$ cat src/sv/hstq_pkg.sv
// Shared constants and codes for the hashed string table.
`default_nettype none
package hstq_pkg;
   localparam int KEY_W   = 120;   // 15 key bytes
   localparam int LEN_W   = 4;
   localparam int ENTRY_W = KEY_W + LEN_W;
   localparam int SUM_W   = 15;    // 255 * (1 + 2 + ... + 15) fits
   localparam int PROD_W  = 20;    // 19 * sum fits
   localparam int HASH_MULT  = 19;
   localparam int PROBE_LIN  = 23;
   localparam int REQ_DATA_W = 136;
   localparam int RSP_DATA_W = 144;

   localparam logic [1:0] CMD_INSERT = 2'd0;
   localparam logic [1:0] CMD_DELETE = 2'd1;
   localparam logic [1:0] CMD_READ   = 2'd2;
   localparam logic [1:0] CMD_CLEAR  = 2'd3;

   localparam logic [2:0] ST_INSERTED = 3'd0;
   localparam logic [2:0] ST_PRESENT  = 3'd1;
   localparam logic [2:0] ST_NO_FREE  = 3'd2;
   localparam logic [2:0] ST_DELETED  = 3'd3;
   localparam logic [2:0] ST_NOT_FND  = 3'd4;
   localparam logic [2:0] ST_EMPTY    = 3'd5;
   localparam logic [2:0] ST_READ     = 3'd6;
   localparam logic [2:0] ST_CLEARED  = 3'd7;
endpackage
`default_nettype wire

$ cat src/sv/hstq_hash.sv
// Byte-serial home slot computation: weighted byte sum, times 19, reciprocal-multiply remainder.
`default_nettype none
module hstq_hash #(
   parameter int TABLE_SLOTS = 101,
   parameter int SLOT_W      = 7
) (
   input  wire logic                       clock,
   input  wire logic                       reset,
   input  wire logic                       start,
   input  wire logic [hstq_pkg::KEY_W-1:0] key,
   input  wire logic [hstq_pkg::LEN_W-1:0] key_len,
   output logic                            done,
   output logic [SLOT_W-1:0]               home
);
   import hstq_pkg::*;

   localparam logic [2:0] H_IDLE = 3'd0;
   localparam logic [2:0] H_SUM  = 3'd1;
   localparam logic [2:0] H_MUL  = 3'd2;
   localparam logic [2:0] H_QUO  = 3'd3;
   localparam logic [2:0] H_REM  = 3'd4;

   // floor(2^32 / slots) + 1: exact quotient for any product below 2^PROD_W
   localparam logic [31:0] RECIP = 32'((64'd1 << 32) / 64'(TABLE_SLOTS) + 64'd1);

   logic [2:0]         state_ff, state_in;
   logic [LEN_W-1:0]   idx_ff, idx_in;
   logic [SUM_W-1:0]   sum_ff, sum_in;
   logic [PROD_W-1:0]  prod_ff, prod_in;
   logic [PROD_W-1:0]  quo_ff, quo_in;
   logic [SLOT_W-1:0]  rem_ff, rem_in;
   logic               done_ff, done_in;
   logic [7:0]         cur_byte;
   logic [11:0]        term;
   logic [PROD_W+31:0] quo_full;
   logic [PROD_W-1:0]  rem_full;

   assign cur_byte = key[{idx_ff, 3'b000} +: 8];
   assign term     = 12'(cur_byte) * 12'({1'b0, idx_ff} + 5'd1);
   assign quo_full = {32'd0, prod_ff} * {PROD_W'(0), RECIP};
   assign rem_full = prod_ff - quo_ff * PROD_W'(TABLE_SLOTS);

   always_comb begin
      state_in = state_ff;
      idx_in   = idx_ff;
      sum_in   = sum_ff;
      prod_in  = prod_ff;
      quo_in   = quo_ff;
      rem_in   = rem_ff;
      done_in  = 1'b0;
      case (state_ff)
         H_IDLE: begin
            if (start) begin
               idx_in   = '0;
               sum_in   = '0;
               state_in = H_SUM;
            end
         end
         H_SUM: begin
            sum_in = sum_ff + SUM_W'(term);
            idx_in = idx_ff + 1'b1;
            if (idx_ff + 1'b1 == key_len) begin
               state_in = H_MUL;
            end
         end
         H_MUL: begin
            prod_in  = PROD_W'(sum_ff) * PROD_W'(HASH_MULT);
            state_in = H_QUO;
         end
         H_QUO: begin
            quo_in   = quo_full[PROD_W+31:32];
            state_in = H_REM;
         end
         H_REM: begin
            rem_in   = rem_full[SLOT_W-1:0];
            done_in  = 1'b1;
            state_in = H_IDLE;
         end
         default: state_in = H_IDLE;
      endcase
   end

   always_ff @(posedge clock) begin
      if (reset) begin
         state_ff <= H_IDLE;
         done_ff  <= 1'b0;
      end else begin
         state_ff <= state_in;
         done_ff  <= done_in;
      end
      idx_ff  <= idx_in;
      sum_ff  <= sum_in;
      prod_ff <= prod_in;
      quo_ff  <= quo_in;
      rem_ff  <= rem_in;
   end

   assign done = done_ff;
   assign home = rem_ff;
endmodule
`default_nettype wire

$ cat config.mk
export PLATFORM = sky130hd
export DESIGN_NAME = hstq_hash
export DESIGN_NICKNAME = d
export VERILOG_FILES = /design/src/sv/hstq_pkg.sv /design/src/sv/hstq_hash.sv
export SDC_FILE = /design/constraint.sdc
export NUM_CORES = 1
export LEC_CHECK = 0
export ABC_AREA = 0
export BUFFER_PORTS_ARGS = -buffer_cell sky130_fd_sc_hd__clkbuf_2
export CAP_MARGIN = 20
export CELL_PAD_IN_SITES_DETAIL_PLACEMENT = 1
export CELL_PAD_IN_SITES_GLOBAL_PLACEMENT = 2
export CORE_AREA = 2 2 176 178
export DETAILED_ROUTE_END_ITERATION = 16
export DIE_AREA = 0 0 178 180
export PLACE_DENSITY = 0.93
export SETUP_SLACK_MARGIN = 0.4
export SLEW_MARGIN = 20
export SYNTH_ARGS = -nofsm -noshare
export SYNTH_HDL_FRONTEND = slang
export SYNTH_SLANG_ARGS = --single-unit
$ cat constraint.sdc
create_clock -name clock -period 12.1 [get_ports clock]
set_input_delay 1.21 -clock clock [delete_from_list [all_inputs] [get_ports clock]]
set_output_delay 1.21 -clock clock [all_outputs]
set_load 0.02 [all_outputs]
==> flow_summary.toml <==
[finish]
nFillCells = 3418
syn2layout_area_growth_pct = 11.1
diodes = 0
layout_common_cells = "inv_1 (296), ha_1 (279), fa_1 (184)"
final_common_cell = "inv_1"
layout.nets = 1958
drive_gt1_frac = 0.146

[yosys]
synth_flop_cell = "edfxtp_1"
syn_area_per_cell_um2 = 10.6
yosysTopAreaCell = "fa_1"
synth_nets = 1822
syn_area_um2 = 13100
synth-edff-count = 53
synth-seq-cells = 57
synthTopCellsByArea = "fa_1 (28%), ha_1 (27%), edfxtp_1 (12%), inv_1 (8.5%), mux4_2 (5.2%)"
yosysSeqAreaShare = 0.127
synthDistinctLibCells = 54
synth_warnings = 0
synth_top_area_share = 0.281
async_flop_share = 0
syn-instance-count = 1232

[run_status]
status = "completed"

[drt]
wl_met2_mm = 19.4
vias = 9237
drt_pre_antenna_iters = 4
wl_met3_mm = 1.01
met1_length_mm = 13.3
first_iter_violations = 284
wl_per_cell_um = 19.8
via_per_inst = 5.22
wirelength_mm = 35.1
drtAntennaViolNets = 0
drcViolationCount = 0
top_layer = "met5"

[timing]
finalHoldViolations = 0
drv_slew = 0
rsz0062_at_grt = "false"
fin_setup_tns_ns = 0
fin_crit_ns = 6.66
post-route-period-util = 0.550
fmax_mhz = 150
relSlewSlack = 0.334
worstMarginPinSlew_ns = 0.992
skew_ns = 0.0142
setup_violations = 0

[clocking]
insertion_delay_ns = 0.35
root_buffer = "clkbuf_16"
clock-sinks = 57
cts_resized = 0
cts_tree = "done"
clk_pin_slew_ns = 0.06
cts_max_path_buffers = 2
cts_max_level = 3
cts_inserted_buffers = 9
holdBufCountCts = 0
cts_setup_buffers = 0

[setup_path]
slowest_stage = "fa_1"
cpPeakStageDelay_ns = 0.56
required_ns = 12.16
cp_top_family = "adder cells"
cp.arrival_ns = 6.72
critPathKind = "in -> reg"
cp_max_fo = 4
worst_setup_path_end_kind = "register"
critPathBufInv = 4
cp-start-kind = "input pin"

[floorplan]
start_util = 0.434
die_height_um = 180
num_rows = 64
coreArea_um2 = 30200
dieArea_um2 = 32000
die_w_um = 178
io_pins = 135

[place]
hpwlAfterDp_mm = 31.1
port_buffers = 134
routabilityCongestion = 0.874

[global_route]
grt_antenna_before_repair = 1
grt_overflow_total = 0
grt_pass1_vias = 11000
grt_use_total = 0.229
grt_pass1_wl_mm = 56.2
grt_max_degree = 36

[run]
max_cap_violations = 0

[worst_hold_path]
min_path_type = "reg -> reg"
-- layer usage --
metal	track usage	vias up
li1	-	4315
met1	0.252	4719
met2	0.438	132
met3	0.0349	69
met4	0.0859	2
met5	0	-
-- synth_stat cells (all sizes together), types with 2 or more instances --
cell     instances
a211oi           3
a21o            20
a21oi           37
a221oi           2
a31oi            8
and2            14
and3             7
buf              7
clkbuf           8
dfxtp            4
edfxtp          53
fa             184
ha             279
inv            297
mux2i            9
mux4            30
nand2           28
nand2b          11
nand3            9
nand4            5
nor2            47
nor2b           15
nor3             7
nor3b            3
o2111ai          2
o211ai           5
o21a             4
o21ai           28
o21bai           9
or2              3
or3              3
xnor2           56
xor2            23
-- cells by family (layout without fill, tap and decap cells) --
family	count (synthesis)	count (layout)	share of synthesized area
multiplexers	39	39	0.0584
AO/OA/AOI/OAI	125	125	0.0630
adder cells (fa/ha/maj)	463	463	0.547
AND/OR/NAND/NOR	157	157	0.0604
buffers and inverters	312	453	0.0910
flip-flops	57	57	0.127
XOR/XNOR	79	79	0.0528
-- state kept, by name, summed over array words and instances, names as in the netlist --
| name | count |
|---|---|
| prod_ff | 20 |
| sum_ff | 15 |
| home | 7 |
| quo_ff | 7 |
| idx_ff | 4 |
| state_ff | 3 |
| done | 1 |
-- per-stage QoR --
stage	worst slack (ns)	cell area (µm²)	utilization	hold WS (ns)	std cells
after floorplan	5.68	13100	-	0.493	1232
after global placement	5.30	14300	0.472	0.550	1753
after detailed placement	5.07	14300	0.472	0.589	1753
after CTS	5.39	14600	0.483	0.598	1769
after global routing	4.88	14600	0.483	0.634	1769
final	5.44	14600	0.483	0.609	1769
-- final timing paths --
| check | start | endpoint | slack, ns | cells past startpoint |
|---|---|---|---|---|
| max | key[58] | sum_ff[14] | 5.44 | 25 |
| min | sum_ff[0] | prod_ff[0] | 0.61 | 0 |
| max reg2reg | prod_ff[12] | quo_ff[4] | 5.47 | 18 |
| min reg2reg | sum_ff[0] | prod_ff[0] | 0.61 | 0 |
-- layout make-up --
cell class / count / area, µm² / share of cell area
multi-input combinational: 863 / 10300 / 0.704
sequential: 57 / 1670 / 0.115
inverter: 297 / 1110 / 0.0765
timing repair buffer: 140 / 716 / 0.0491
tap: 396 / 495 / 0.0340
clock buffer: 9 / 225 / 0.0155
clock inverter: 7 / 93.8 / 0.00644
Power is left out: the tool's default activity adds up to more than one toggle a clock period on the data nets, which glitch-free logic cannot reach.
